## src/hdl/int_to_ascii_radix_core_defines.svh

```systemverilog
// Assertion macros used by the integer-to-text converter top level.
`ifndef INT_TO_ASCII_RADIX_CORE_DEFINES_SVH
`define INT_TO_ASCII_RADIX_CORE_DEFINES_SVH

// Same-cycle implication, clocked on clk, held off during rst.
`define I2A_ASSERT_IMPL(lbl, ante, cons, msg) \
  lbl: assert property (@(posedge clk) disable iff (rst) (ante) |-> (cons)) else $error(msg);

// Next-cycle implication, clocked on clk, held off during rst.
`define I2A_ASSERT_NEXT(lbl, ante, cons, msg) \
  lbl: assert property (@(posedge clk) disable iff (rst) (ante) |=> (cons)) else $error(msg);

`endif

```

## src/hdl/i2a_pkg.sv

```systemverilog
// Shared types, codes and the digit-to-character function of the converter.
`timescale 1ns / 1ps

package i2a_pkg;

  // Radix selector carried with each request
  typedef enum logic [1:0] {
    RADIX_BIN = 2'd0,
    RADIX_OCT = 2'd1,
    RADIX_DEC = 2'd2,
    RADIX_HEX = 2'd3
  } radix_t;

  // Front-end sequencer states
  typedef enum logic [1:0] {
    ST_IDLE,
    ST_CONV,
    ST_LOAD
  } state_t;

  // Hand-over from the front end to the character emitter
  typedef struct packed {
    logic   load;
    radix_t radix;
    logic   minus;
  } emit_ctl_t;

  localparam logic [7:0] CHAR_MINUS = 8'h2D;
  localparam logic [7:0] CHAR_ZERO  = 8'h30;
  localparam logic [7:0] CHAR_A     = 8'h41;
  localparam logic [3:0] DIGIT_TEN  = 4'd10;

  // Map one digit 0..15 to '0'..'9', 'A'..'F'
  function automatic logic [7:0] digit_char(input logic [3:0] d);
    logic [7:0] c;
    if (d < DIGIT_TEN) begin
      c = CHAR_ZERO + {4'b0000, d};
    end else begin
      c = CHAR_A + {4'b0000, d - DIGIT_TEN};
    end
    return c;
  endfunction

endpackage

```

## src/hdl/i2a_dabble.sv

```systemverilog
// Bit-serial binary to BCD converter (shift and add three), one bit per cycle.
`timescale 1ns / 1ps

module i2a_dabble #(
  parameter int WORD_BITS = 32,
  parameter int NDEC      = 11
) (
  input  logic                   clk,
  input  logic                   rst,
  input  logic                   start,
  input  logic [WORD_BITS-1:0]   mag,
  output logic                   done,
  output logic [4*NDEC-1:0]      bcd
);

  localparam int CW = $clog2(WORD_BITS + 1);

  logic [WORD_BITS-1:0] sh;
  logic [4*NDEC-1:0]    adj;
  logic [CW-1:0]        cnt;
  logic                 busy;

  // Add three to every BCD digit of five or more before the shift
  always_comb begin
    for (int i = 0; i < NDEC; i++) begin
      if (bcd[4*i +: 4] >= 4'd5) begin
        adj[4*i +: 4] = bcd[4*i +: 4] + 4'd3;
      end else begin
        adj[4*i +: 4] = bcd[4*i +: 4];
      end
    end
  end

  // Count the bit steps and flag the end of the pass
  always_ff @(posedge clk) begin
    if (rst) begin
      busy <= 1'b0;
      done <= 1'b0;
      cnt  <= '0;
    end else begin
      done <= 1'b0;
      if (start) begin
        busy <= 1'b1;
        cnt  <= CW'(WORD_BITS);
      end else if (busy) begin
        cnt <= cnt - 1'b1;
        if (cnt == CW'(1)) begin
          busy <= 1'b0;
          done <= 1'b1;
        end
      end
    end
  end

  // Shift the magnitude, most significant bit first, into the BCD register
  always_ff @(posedge clk) begin
    if (start) begin
      sh  <= mag;
      bcd <= '0;
    end else if (busy) begin
      sh  <= {sh[WORD_BITS-2:0], 1'b0};
      bcd <= {adj[4*NDEC-2:0], sh[WORD_BITS-1]};
    end
  end

endmodule

```

## src/hdl/i2a_emit.sv

```systemverilog
// Character emitter: shifts digits out most significant first, drops leading zeros.
`timescale 1ns / 1ps

module i2a_emit #(
  parameter int WORD_BITS = 32,
  parameter int NDEC      = 11
) (
  input  logic                 clk,
  input  logic                 rst,
  input  i2a_pkg::emit_ctl_t   ctl,
  input  logic [4*NDEC-1:0]    digits,
  output logic                 busy,
  output logic                 m_tvalid,
  input  logic                 m_tready,
  output logic [7:0]           m_tdata,   // [7:0] ascii_char
  output logic                 m_tlast    // last
);

  localparam int EW   = 4 * NDEC;
  localparam int NOCT = (WORD_BITS + 2) / 3;
  localparam int NHEX = (WORD_BITS + 3) / 4;
  localparam int CW   = $clog2(EW + 1);

  logic [EW-1:0]    dbuf;
  logic [EW-1:0]    load_buf;
  logic [CW-1:0]    load_cnt;
  logic [CW-1:0]    rem;
  i2a_pkg::radix_t  radix_q;
  logic             minus;
  logic             started;
  logic [3:0]       dig;
  logic [EW-1:0]    dbuf_shift;
  logic             adv;
  logic             skip;
  logic             out_valid;
  logic [7:0]       out_char;
  logic             out_last;

  // Top-align the digits and set the digit count for the radix
  always_comb begin
    unique case (ctl.radix)
      i2a_pkg::RADIX_BIN: begin
        load_buf = digits << (EW - WORD_BITS);
        load_cnt = CW'(WORD_BITS);
      end
      i2a_pkg::RADIX_OCT: begin
        load_buf = digits << (EW - 3 * NOCT);
        load_cnt = CW'(NOCT);
      end
      i2a_pkg::RADIX_DEC: begin
        load_buf = digits;
        load_cnt = CW'(NDEC);
      end
      i2a_pkg::RADIX_HEX: begin
        load_buf = digits << (EW - 4 * NHEX);
        load_cnt = CW'(NHEX);
      end
      default: begin
        load_buf = digits;
        load_cnt = CW'(NDEC);
      end
    endcase
  end

  // Pick the leading digit and the buffer after it is taken
  always_comb begin
    unique case (radix_q)
      i2a_pkg::RADIX_BIN: begin
        dig        = {3'b000, dbuf[EW-1]};
        dbuf_shift = {dbuf[EW-2:0], 1'b0};
      end
      i2a_pkg::RADIX_OCT: begin
        dig        = {1'b0, dbuf[EW-1 -: 3]};
        dbuf_shift = {dbuf[EW-4:0], 3'b000};
      end
      default: begin
        dig        = dbuf[EW-1 -: 4];
        dbuf_shift = {dbuf[EW-5:0], 4'b0000};
      end
    endcase
  end

  // Step when the output register is free or being emptied
  assign adv  = busy && (!out_valid || m_tready);
  assign skip = !minus && !started && (dig == 4'd0) && (rem != CW'(1));

  // Control: sign, leading-zero tracking, digit count
  always_ff @(posedge clk) begin
    if (rst) begin
      busy      <= 1'b0;
      minus     <= 1'b0;
      started   <= 1'b0;
      rem       <= '0;
      radix_q   <= i2a_pkg::RADIX_BIN;
      out_valid <= 1'b0;
    end else begin
      if (adv && !skip) begin
        out_valid <= 1'b1;
      end else if (m_tready) begin
        out_valid <= 1'b0;
      end
      if (ctl.load) begin
        busy    <= 1'b1;
        rem     <= load_cnt;
        minus   <= ctl.minus;
        started <= 1'b0;
        radix_q <= ctl.radix;
      end else if (adv) begin
        if (minus) begin
          minus <= 1'b0;
        end else begin
          rem <= rem - 1'b1;
          if (dig != 4'd0) begin
            started <= 1'b1;
          end
          if (rem == CW'(1)) begin
            busy <= 1'b0;
          end
        end
      end
    end
  end

  // Hold the digit buffer and the output character
  always_ff @(posedge clk) begin
    if (ctl.load) begin
      dbuf <= load_buf;
    end else if (adv && !minus) begin
      dbuf <= dbuf_shift;
    end
    if (adv && !skip) begin
      out_char <= minus ? i2a_pkg::CHAR_MINUS : i2a_pkg::digit_char(dig);
      out_last <= !minus && (rem == CW'(1));
    end
  end

  assign m_tvalid = out_valid;
  assign m_tdata  = out_char;
  assign m_tlast  = out_last;

endmodule

```

## src/hdl/int_to_ascii_radix_core.sv

```systemverilog
// Integer to ASCII text converter, radix 2, 8, 10 or 16, top level.
//
// Each request carries a signed value and a radix code; the block returns the
// text one character per output beat, most significant digit first, tlast on
// the final character. Decimal negatives get a leading '-'; other radices show
// the raw bit pattern. A decimal request first passes through the bit-serial
// BCD converter (one magnitude bit per cycle), then the emitter steps once per
// digit position (WORD_BITS*3/10 + 2 positions in decimal, WORD_BITS,
// ceil(WORD_BITS/3) or ceil(WORD_BITS/4) otherwise), leading zeros included,
// plus one step for a '-', and holds while the output is stalled. The next
// request is taken while the previous text is still being emitted, so
// conversion overlaps emission. With the output never stalled, decimal
// requests are paced by the BCD pass; the other radices are paced by the
// emitter's one-digit-per-cycle shifter.
`timescale 1ns / 1ps
`include "int_to_ascii_radix_core_defines.svh"

module int_to_ascii_radix_core #(
  parameter int WORD_BITS = 32
) (
  input  logic        clk,
  input  logic        rst,
  input  logic        s_tvalid,
  output logic        s_tready,
  input  logic [39:0] s_tdata,   // [31:0] value, [33:32] radix_code, [39:34] zero
  output logic        m_tvalid,
  input  logic        m_tready,
  output logic [7:0]  m_tdata,   // [7:0] ascii_char
  output logic        m_tlast    // last
);

  localparam int NDEC = (WORD_BITS * 3) / 10 + 2;
  localparam int EW   = 4 * NDEC;

  logic signed [31:0]   in_value;
  i2a_pkg::radix_t      in_radix;
  logic [WORD_BITS-1:0] word;
  logic                 in_neg;
  logic [WORD_BITS-1:0] in_mag;
  logic                 accept;
  logic                 dab_start;
  logic                 dab_done;
  logic [EW-1:0]        bcd;
  logic [WORD_BITS-1:0] mag_q;
  i2a_pkg::radix_t      radix_q;
  logic                 neg_q;
  logic [EW-1:0]        digits;
  logic                 emit_busy;
  i2a_pkg::emit_ctl_t   ctl;
  i2a_pkg::state_t      state;
  i2a_pkg::state_t      state_next;

  // Unpack the request and fit the value to the word width
  assign in_value = signed'(s_tdata[31:0]);
  assign in_radix = i2a_pkg::radix_t'(s_tdata[33:32]);
  assign word     = WORD_BITS'(in_value);
  assign in_neg   = (in_radix == i2a_pkg::RADIX_DEC) && word[WORD_BITS-1];
  assign in_mag   = in_neg ? (~word) + {{(WORD_BITS-1){1'b0}}, 1'b1} : word;

  assign accept    = s_tvalid && s_tready;
  assign dab_start = accept && (in_radix == i2a_pkg::RADIX_DEC);

  // Hold the magnitude, radix and sign of the request in hand
  always_ff @(posedge clk) begin
    if (accept) begin
      mag_q   <= in_mag;
      radix_q <= in_radix;
      neg_q   <= in_neg;
    end
  end

  always_ff @(posedge clk) begin
    if (rst) begin
      state <= i2a_pkg::ST_IDLE;
    end else begin
      state <= state_next;
    end
  end

  // Next state: decimal goes through the BCD pass, the rest go straight to load
  always_comb begin
    state_next = state;
    unique case (state)
      i2a_pkg::ST_IDLE: begin
        if (accept) begin
          state_next = (in_radix == i2a_pkg::RADIX_DEC) ? i2a_pkg::ST_CONV
                                                        : i2a_pkg::ST_LOAD;
        end
      end
      i2a_pkg::ST_CONV: begin
        if (dab_done) begin
          state_next = i2a_pkg::ST_LOAD;
        end
      end
      i2a_pkg::ST_LOAD: begin
        if (!emit_busy) begin
          state_next = i2a_pkg::ST_IDLE;
        end
      end
      default: state_next = i2a_pkg::ST_IDLE;
    endcase
  end

  // Outputs: take requests when idle, hand digits over once the emitter frees
  always_comb begin
    s_tready  = (state == i2a_pkg::ST_IDLE);
    ctl.load  = (state == i2a_pkg::ST_LOAD) && !emit_busy;
    ctl.radix = radix_q;
    ctl.minus = neg_q;
  end

  assign digits = (radix_q == i2a_pkg::RADIX_DEC) ? bcd : EW'(mag_q);

  i2a_dabble #(
    .WORD_BITS (WORD_BITS),
    .NDEC      (NDEC)
  ) u_dabble (
    .clk   (clk),
    .rst   (rst),
    .start (dab_start),
    .mag   (in_mag),
    .done  (dab_done),
    .bcd   (bcd)
  );

  i2a_emit #(
    .WORD_BITS (WORD_BITS),
    .NDEC      (NDEC)
  ) u_emit (
    .clk      (clk),
    .rst      (rst),
    .ctl      (ctl),
    .digits   (digits),
    .busy     (emit_busy),
    .m_tvalid (m_tvalid),
    .m_tready (m_tready),
    .m_tdata  (m_tdata),
    .m_tlast  (m_tlast)
  );

  `I2A_ASSERT_NEXT(a_dec_enters_conv, dab_start, state == i2a_pkg::ST_CONV, "no BCD pass")
  `I2A_ASSERT_IMPL(a_done_in_conv, dab_done, state == i2a_pkg::ST_CONV, "stray BCD done")
  `I2A_ASSERT_NEXT(a_load_makes_busy, ctl.load, emit_busy, "emitter did not take the digits")
  `I2A_ASSERT_IMPL(a_minus_dec, ctl.load && neg_q, radix_q == i2a_pkg::RADIX_DEC, "bad sign")

endmodule

```

## config.mk

```make
export PLATFORM = sky130hd
export DESIGN_NAME = int_to_ascii_radix_core
export DESIGN_NICKNAME = d
export VERILOG_FILES = /design/src/hdl/i2a_pkg.sv /design/src/hdl/i2a_dabble.sv /design/src/hdl/i2a_emit.sv /design/src/hdl/int_to_ascii_radix_core.sv
export VERILOG_INCLUDE_DIRS = /design/src /design/src/hdl
export SDC_FILE = /design/constraint.sdc
export NUM_CORES = 1
export LEC_CHECK = 0
export BUFFER_PORTS_ARGS = -buffer_cell sky130_fd_sc_hd__buf_4
export CAP_MARGIN = 20
export CORE_MARGIN = 5
export CORE_UTILIZATION = 50
export CTS_CLUSTER_SIZE = 10
export DETAILED_ROUTE_END_ITERATION = 10
export PLACE_DENSITY = 0.67
export SLEW_MARGIN = 20
export SYNTH_ARGS = -nofsm -noshare
export SYNTH_HDL_FRONTEND = slang
export SYNTH_HIERARCHICAL = 1
export SYNTH_SLANG_ARGS = --single-unit
```

## constraint.sdc

```tcl
create_clock -name clk -period 4.2 [get_ports clk]
set_input_delay 0.84 -clock clk [delete_from_list [all_inputs] [get_ports clk]]
set_output_delay 0.84 -clock clk [all_outputs]
set_load 0.005 [all_outputs]
```

==> impl_metrics.py, run 1 <==
metrics = {
    "placed_design": {
        "dp_hpwl_um": 16300,
        "port_buffers": 47,
        "place_congestion": 0.899,
    },
    "global_routing": {
        "antenna_found_initial": 0,
        "grt_max_degree": 92,
        "overflow": 0,
        "grt_pass1_vias": 7731,
        "grt_first_pass_wirelength_um": 39200,
        "track_usage_pct": 18.3,
    },
    "floorplan": {
        "die_w_um": 159,
        "dieArea_um2": 25400,
        "initial_utilization_pct": 50.9,
        "core_area_um2": 21900,
        "dieHeight_um": 159,
        "rows": 54,
        "io_pins": 55,
    },
    "logic_synthesis": {
        "yosys_most_used_dff": "edfxtp_1",
        "syn_nets": 1191,
        "syn-cell-area_um2": 11100,
        "synth_edf_count": 119,
        "synthTopCellsByArea": "edfxtp_1, dfxtp_1, mux2_2",
        "synth_cell_types": 67,
        "syn_avg_cell_area_um2": 10.0,
        "synthCells": 1114,
        "ys_ff_latch": 185,
        "async_flop_share_pct": 0,
        "ys_seq_area_share_pct": 43.9,
        "synth_top_cell_by_area": "edfxtp_1",
        "synth_warnings": 6,
        "synth_top_area_share_pct": 32.1,
    },
    "timing": {
        "clock_skew_ps": 12.2,
        "rsz0062_at_grt": "false",
        "tightest_slew_ps": 1070,
        "drv_slew": 0,
        "final_hold_viol_count": 0,
        "finalSetupViolations": 0,
        "period_minus_slack_ps": 2650,
        "fmax_mhz": 378,
        "setup-tns-final_ps": 0,
        "relSlewSlack_pct": 28.3,
        "fin_crit_sh_pct": 63.0,
    },
    "worst_setup_path": {
        "reg2reg_from": "radix_q[0]",
        "critical_path_required_ps": 4380,
        "critical_path_class": "input port to flip-flop",
        "crit_chain": "buf_4 -> or4_4 -> or4_4 -> nor4_1 -> a21oi_1 -> xor2_1 -> mux2_2",
        "cpMaxStageDelayCell": "or4_4",
        "cp-startpoint": "s_tdata[20]",
        "worstPathMaxFanout": 4,
        "endpoint_kind": "flip-flop",
        "crit_arrival_ps": 2830,
        "slowest_delay_ps": 550,
        "start_kind": "input port",
        "crit_top_cell": "or4_4",
    },
    "clock_tree": {
        "cts_buffers": 17,
        "cts_resized": 0,
        "cts.root.buffer_cell": "clkbuf_16",
        "cts_tree": "built",
        "clock_path_buffers": 2,
        "clock_latency_ps": 430,
        "clk_pin_slew_ps": 70,
        "post_cts_buffers": 0,
        "cts-htree-levels": 4,
        "clock_sinks": 185,
        "holdBufCountCts": 0,
    },
    "power_and_ir_drop": {
        "power.leakage_nw": 4.24,
        "p_per_area_nw_per_um2": 474,
        "total_power_mw": 5.75,
        "vdd_drop_max_uv": 344,
    },
    "layout": {
        "final_common_cell": "edfxtp_1",
        "drive_gt1_share_pct": 17.7,
        "layout.nets": 1197,
        "antenna_cells": 0,
        "syn_to_final_growth_pct": 8.88,
        "mostFrequentLayoutCells": "edfxtp_1, nand2_1, mux2_2, dfxtp_1, a21oi_1",
    },
    "route": {
        "vias_per_cell": 5.75,
        "routedWlPerCell_um": 16.6,
        "vias": 8124,
        "ant_nets": 0,
        "drc_errors": 0,
        "drt_iter0_drc": 536,
        "wl_um": 23500,
        "dr.pass1.iters": 6,
    },
    "job": {
        "maxCapViolCount": 0,
    },
    "run_status": {
        "status": "finished, final reports clean",
    },
    "min_path": {
        "hp-start": "u_dabble/bcd[35]",
        "min_path_type": "flip-flop to flip-flop",
    },
}
logic make-up (layout without fill, tap and decap cells):
group	after synthesis	in the layout	share of synthesized area [%]
AND/OR/NAND/NOR	319	319	14.5
AO/OA/AOI/OAI	291	291	17.8
flip-flops	185	185	43.9
buffers and inverters	131	150	5.75
multiplexers	113	113	11.0
XOR/XNOR	41	41	3.22
adder cells (fa/ha/maj)	33	33	3.71
other	1	1	0.0337
area by class of cell:
class / instances / area (µm²)
clock buffers: 17 / 425
clock inverters: 15 / 146
fillers: 1943 / 9760
inverters: 57 / 214
multi-input cells: 798 / 5630
flip-flops and latches: 185 / 4900
well taps: 280 / 350
repair buffers: 61 / 470
path summary, 6_finish.rpt:
kind	to	slack, ps	cells after the start
worst max-delay path	u_dabble/sh[30]	1550	7
worst min-delay path	u_dabble/bcd[35]	510	2
worst max register to register	u_emit/dbuf[34]	1580	4
worst min register to register	u_dabble/bcd[35]	510	2
through the flow:
stage	cells	area [µm²]	util, %	hold slack [ps]	setup WS, ps
final	1413	12100	55.4	505	1550
after global routing	1413	12100	55.4	530	1460
after detailed placement	1381	11600	52.8	501	1110
after global placement	1381	11600	52.8	493	1130
after floorplan	1114	11100	-	440	1350
after CTS	1413	12100	55.4	510	1560
state kept, by name, summed over array words and instances, names as in the netlist, 2 cells and up:
name	count
u_emit/rem	6
state	2
u_emit/m_tdata	7
u_dabble/cnt	6
radix_q	2
u_dabble/bcd	44
u_dabble/sh	32
u_emit/radix_q	2
mag_q	32
u_emit/dbuf	44
worst max-delay path: cells and delay by family:
kind	cells	cell delay, ps
AO/OA/AOI/OAI	1	140
AND/OR/NAND/NOR	3	1300
XOR/XNOR	1	170
multiplexers	1	260
buffers and inverters	1	120
synthesized netlist by cell type (all sizes together) (10+ instances only):
library cell  count
mux2i            47
nor4             10
buf              53
a21oi            64
o22ai            11
xor2             20
o21ai            94
ha               33
dfxtp            66
o31ai            43
a221oi           36
inv              56
and2             17
nand2           107
clkbuf           21
nand3            27
nand4            12
edfxtp          119
nor3             23
mux2             66
nor2b            38
nor2             51
xnor2            21
metal layers:
metal,vias up,global-route usage (%),part of all wire (%)
li1,4122,-,-
met1,3805,26.5,49
met2,182,29.0,46
met3,15,3.05,3.7
met4,0,3.96,0.93
met5,-,0,0
where the power goes:
group          switching, mW  total [mW]  internal [mW]
registers              0.316        2.59           2.28
logic                  0.909        1.60          0.695
clock network          0.761        1.56          0.796
total                   1.99        5.75           3.77
No activity file was read; power rests on OpenSTA's default activity.
==> inputs of run 2 (changes only) <==
--- a/config.mk
+++ b/config.mk
@@ -12,7 +12,7 @@
 export CORE_UTILIZATION = 50
 export CTS_CLUSTER_SIZE = 10
 export DETAILED_ROUTE_END_ITERATION = 10
-export PLACE_DENSITY = 0.67
+export PLACE_DENSITY = 0.7
 export SLEW_MARGIN = 20
 export SYNTH_ARGS = -nofsm -noshare
 export SYNTH_HDL_FRONTEND = slang
==> constraint.sdc (replaced) <==
create_clock -name clk -period 2.2 [get_ports clk]
set_input_delay 0.44 -clock clk [delete_from_list [all_inputs] [get_ports clk]]
set_output_delay 0.44 -clock clk [all_outputs]
set_load 0.005 [all_outputs]
==> run 2 against run 1 <==
Hold slack lost 310 ps. Design area grew 5.7%. Sequential cell count stayed put. Global-route usage up 1.1 points. Clock skew is 1.5 ps lower. Cell count rose by 4.9%. Core utilization up 3.2 points. Via count rose by 5.2%. Non-clock buffer count rose by 69. Critical path depth unchanged. Register-to-register slack got worse by 1400 ps.
==> impl_metrics.py, run 2 (same netlist as run 1, synthesis figures left out) <==
metrics = {
    "layout": {
        "fin_util_pct": 58.6,
        "drive_gt1_share_pct": 22.7,
        "design_area_um2": 12800,
        "antenna_cells": 0,
        "final_common_cell": "edfxtp_1",
        "biggestRegsByFlops": "u_dabble/bcd (44), u_emit/dbuf (44)",
        "syn_to_final_growth_pct": 15.1,
        "num-fill-cells": 1865,
        "mostFrequentLayoutCells": "edfxtp_1, buf_4, nand2_1, mux2_2, dfxtp_1",
        "layout.nets": 1266,
    },
    "route": {
        "drc_errors": 0,
        "vias": 8545,
        "ant_nets": 0,
        "routedWlPerCell_um": 16.7,
        "dr.pass1.iters": 6,
        "vias_per_cell": 5.77,
        "wl_um": 24800,
        "drt_iter0_drc": 832,
    },
    "timing": {
        "clock_skew_ps": 10.6,
        "tightest_slew_ps": 635,
        "relSlewSlack_pct": 57.5,
        "setup-tns-final_ps": 0,
        "drv_slew": 0,
        "fmax_mhz": 462,
        "period_minus_slack_ps": 2170,
        "final_hold_viol_count": 0,
        "finalSetupViolations": 0,
        "fin_crit_sh_pct": 98.5,
        "hold_ws_ps": 192,
        "timing.final.ws_setup_ps": 33.9,
    },
    "global_routing": {
        "grt_pass1_vias": 8181,
        "grt_first_pass_wirelength_um": 41100,
        "grt_max_degree": 82,
        "antenna_found_initial": 0,
        "overflow": 0,
        "track_usage_pct": 19.4,
    },
    "min_path": {
        "hp-start": "s_tdata[32]",
        "min_path_type": "input port to flip-flop",
    },
    "power_and_ir_drop": {
        "vdd_drop_max_uv": 561,
        "p_per_area_nw_per_um2": 880,
        "power.leakage_nw": 4.64,
    },
    "placed_design": {
        "place_congestion": 0.874,
        "place_area_um2": 12200,
        "dp_worst_setup_slack_ps": -409,
        "dp_hpwl_um": 17600,
        "port_buffers": 47,
    },
    "clock_tree": {
        "cts.root.buffer_cell": "clkbuf_16",
        "clock_sinks": 185,
        "holdBufCountCts": 0,
        "clock_latency_ps": 440,
        "clk_pin_slew_ps": 70,
        "cts_buffers": 17,
        "clock_path_buffers": 2,
        "cts_tree": "built",
        "cts-htree-levels": 4,
    },
    "worst_setup_path": {
        "start_kind": "input port",
        "crit_arrival_ps": 2350,
        "reg2reg_from": "radix_q[0]",
        "endpoint_kind": "flip-flop",
        "critical_path_required_ps": 2380,
        "cp-startpoint": "s_tdata[20]",
        "worstPathMaxFanout": 4,
        "critical_path_class": "input port to flip-flop",
    },
    "floorplan": {
        "dieHeight_um": 159,
        "initial_utilization_pct": 50.9,
        "core_area_um2": 21900,
        "rows": 54,
        "die_w_um": 159,
        "dieArea_um2": 25400,
        "io_pins": 55,
    },
    "run_status": {
        "status": "finished, final reports clean",
    },
    "job": {
        "maxCapViolCount": 0,
    },
}
## run 2: cell count changes in the layout (fill, tap and decap cells not counted), sizes merged
cell / previous run / this run
buf: 61 / 130
bufinv: 0 / 1
clkinv: 5 / 4
clkinvlp: 0 / 1
inv: 67 / 66
## run 2: worst paths after layout
kind,to,slack (ps),cells after the start
worst max-delay path,u_dabble/sh[29],30,7
worst min-delay path,radix_q[0],190,1
worst max register to register,u_emit/dbuf[34],150,5
worst min register to register,u_dabble/bcd[43],500,2
## run 2: where the power goes
group          switching (mW)  leakage (nW)  internal [mW]
clock network            1.44         0.289           1.61
logic                    1.82          2.68           1.46
registers               0.598          1.67           4.35
total                    3.86          4.64           7.42
## run 2: layout make-up
class / instances / area, µm² / share of cell area (%)
Sequential cell: 185 / 4900 / 38.2
Multi-Input combinational cell: 798 / 5650 / 44.1
Clock buffer: 17 / 425 / 3.32
Inverter: 57 / 214 / 1.67
Tap cell: 280 / 350 / 2.73
Timing Repair Buffer: 130 / 1130 / 8.78
Clock inverter: 15 / 156 / 1.22
## run 2: critical path, cell delays in order
cell	delay, ps
buf_4	110
or4_4	530
or4_4	450
nand4bb_4	240
o31ai_4	220
xnor2_2	90
mux2_4	270
## run 2: layer usage
layer | GRT usage [%] | routed length (µm) | vias up
met5 | 0 | 0 | -
met4 | 5.35 | 399 | 0
met3 | 3.11 | 1060 | 30
met2 | 32.0 | 11700 | 210
met1 | 26.5 | 11600 | 4038
li1 | - | - | 4267
## run 2: through the flow
step                cells  power (mW)
floorplan            1114        7.27
global route         1482        12.0
finish               1482        11.3
detailed placement   1450        8.23
CTS                  1482        11.3
global placement     1450        8.11
## run 2: what timing repair did
action                     4_1_cts  5_1_grt
setup buffers                    0        0
gates resized for setup          0        2
setup endpoints to repair        0        1
==> inputs of run 3 (changes only) <==
--- a/config.mk
+++ b/config.mk
@@ -6,7 +6,7 @@
 export SDC_FILE = /design/constraint.sdc
 export NUM_CORES = 1
 export LEC_CHECK = 0
-export BUFFER_PORTS_ARGS = -buffer_cell sky130_fd_sc_hd__buf_4
+export BUFFER_PORTS_ARGS = -buffer_cell sky130_fd_sc_hd__buf_2
 export CAP_MARGIN = 20
 export CORE_MARGIN = 5
 export CORE_UTILIZATION = 50
==> run 3 against run 2 <==
First-iteration DRC count is 24% lower. Critical path depth unchanged. Register-to-register slack hardly changed. Via count rose by 0.43%. Critical endpoint unchanged. Sequential share of layout area up 0.63 points. Routed wire length shrank 1.1%. Sequential cell count stayed put. Clock-buffer cell count increased by 2. Highest routed layer unchanged. Clock power fell by 2%. Non-clock buffer count decreased by 5. Cell count fell by 0.34%. Maximum frequency grew 1.5%.
==> impl_metrics.py, run 3 (same netlist as run 1, synthesis figures left out) <==
metrics = {
    "run_status": {
        "status": "finished, final reports clean",
    },
    "clock_tree": {
        "cts.root.buffer_cell": "clkbuf_16",
        "post_cts_buffers": 0,
        "clk_pin_slew_ps": 70,
        "clock_sinks": 185,
        "clock_latency_ps": 440,
        "cts_buffers": 17,
        "cts_tree": "built",
        "clock_path_buffers": 2,
        "holdBufCountCts": 0,
        "cts_resized": 0,
        "cts-htree-levels": 4,
    },
    "layout": {
        "instances_no_fill": 1477,
        "drive_gt1_share_pct": 22.2,
        "antenna_cells": 0,
        "design_area_um2": 12600,
        "mostFrequentLayoutCells": "edfxtp_1, nand2_1, buf_4, mux2_2, dfxtp_1",
        "final_common_cell": "edfxtp_1",
        "num-fill-cells": 1932,
        "syn_to_final_growth_pct": 13.2,
        "biggestRegsByFlops": "u_dabble/bcd (44), u_emit/dbuf (44)",
        "multi_input_area_um2": 5640,
        "seq_area_um2": 4900,
        "layout.nets": 1261,
        "fin_util_pct": 57.6,
    },
    "worst_setup_path": {
        "slowest_delay_ps": 520,
        "endpoint_kind": "flip-flop",
        "start_kind": "input port",
        "worstPathMaxFanout": 4,
        "cp_num_buf_inv": 1,
        "crit_end": "u_dabble/sh[29]",
        "reg2reg_from": "radix_q[1]",
        "cp.depth": 7,
        "r2r_end": "u_emit/dbuf[42]",
        "crit_arrival_ps": 2330,
        "crit_top_cell": "or4_4",
        "cp-startpoint": "s_tdata[20]",
        "r2r_slack_ps": 150,
        "r2r_cells": 5,
        "critPathTopFamily": "simple AND/OR/NAND/NOR gates",
        "critical_path_required_ps": 2400,
        "crit_chain": "buf_2 -> or4_4 -> or4_4 -> nand4bb_4 -> o31ai_4 -> xnor2_1 -> mux2_2",
        "critical_path_class": "input port to flip-flop",
        "cpMaxStageDelayCell": "or4_4",
    },
    "timing": {
        "period_minus_slack_ps": 2130,
        "clock_skew_ps": 12.6,
        "rsz0062_at_grt": "true",
        "fin_crit_sh_pct": 97.0,
        "finalSetupViolations": 0,
        "hold_ws_ps": 183,
        "relSlewSlack_pct": 57.2,
        "fmax_mhz": 468,
        "drv_slew": 0,
        "final_hold_viol_count": 0,
        "tightest_slew_ps": 640,
    },
    "floorplan": {
        "rows": 54,
        "core_area_um2": 21900,
        "dieArea_um2": 25400,
        "initial_utilization_pct": 50.9,
        "die_w_um": 159,
        "dieHeight_um": 159,
        "io_pins": 55,
    },
    "job": {
        "maxCapViolCount": 0,
    },
    "global_routing": {
        "overflow": 0,
        "grt.busiest_layer": "met2",
        "use_met1_pct": 25.9,
        "grt_first_pass_wirelength_um": 40300,
        "grt_pass1_vias": 8121,
        "met2_usage_pct": 30.5,
        "grt_max_degree": 82,
        "antenna_found_initial": 0,
        "track_usage_pct": 19.0,
        "met3_usage_pct": 4.04,
    },
    "route": {
        "drt_iter0_drc": 631,
        "routedWlPerCell_um": 16.6,
        "vias": 8582,
        "vias_per_cell": 5.81,
        "drc_errors": 0,
        "dr.pass1.iters": 5,
        "ant_nets": 0,
        "wl_um": 24500,
    },
    "placed_design": {
        "place_area_um2": 12000,
        "dp_cells": 1445,
        "dp_hpwl_um": 17200,
        "place_congestion": 0.875,
        "port_buffers": 47,
    },
    "min_path": {
        "hp-start": "s_tdata[33]",
        "hold_path_depth": 1,
        "min_path_type": "input port to flip-flop",
    },
    "power_and_ir_drop": {
        "vdd_drop_max_uv": 633,
        "p_per_area_nw_per_um2": 884,
        "power.leakage_nw": 4.54,
    },
}
-- run 3: metrics by stage --
stage          TNS, ps  setup WS [ps]  power (mW)
3_5_place_dp     -4520           -386        8.18
4_1_cts              0           80.1        11.2
3_3_place_gp     -3960           -361        8.06
6_report             0           65.3        11.2
5_1_grt          -2.20          -2.20        11.8
2_1_floorplan     -815           -230        7.27
-- run 3: worst min-delay path by stage --
| stage | to |
|---|---|
| after floorplan | u_dabble/bcd[43] |
| after global placement | u_dabble/bcd[43] |
| after detailed placement | u_dabble/bcd[43] |
| after CTS | radix_q[1] |
| after global routing | radix_q[1] |
| final | radix_q[1] |
-- run 3: power by group --
part / total, mW / switching, mW / internal (mW)
clock: 3.00 / 1.44 / 1.56
combinational: 3.21 / 1.79 / 1.42
sequential: 4.95 / 0.597 / 4.35
total: 11.2 / 3.82 / 7.33
-- run 3: per-layer routing --
metal / part of all wire [%] / vias to the layer above
met4: 1.9 / 0
met2: 46 / 257
met5: 0 / -
li1: - / 4250
met3: 5.8 / 39
met1: 46 / 4036
-- run 3: cell type report --
cell class	instances	area share, %
timing repair buffer	125	7.40
clock inverter	13	0.972
sequential	185	38.8
clock buffer	19	3.60
multi-input combinational	798	44.7
inverter	57	1.70
tap	280	2.78
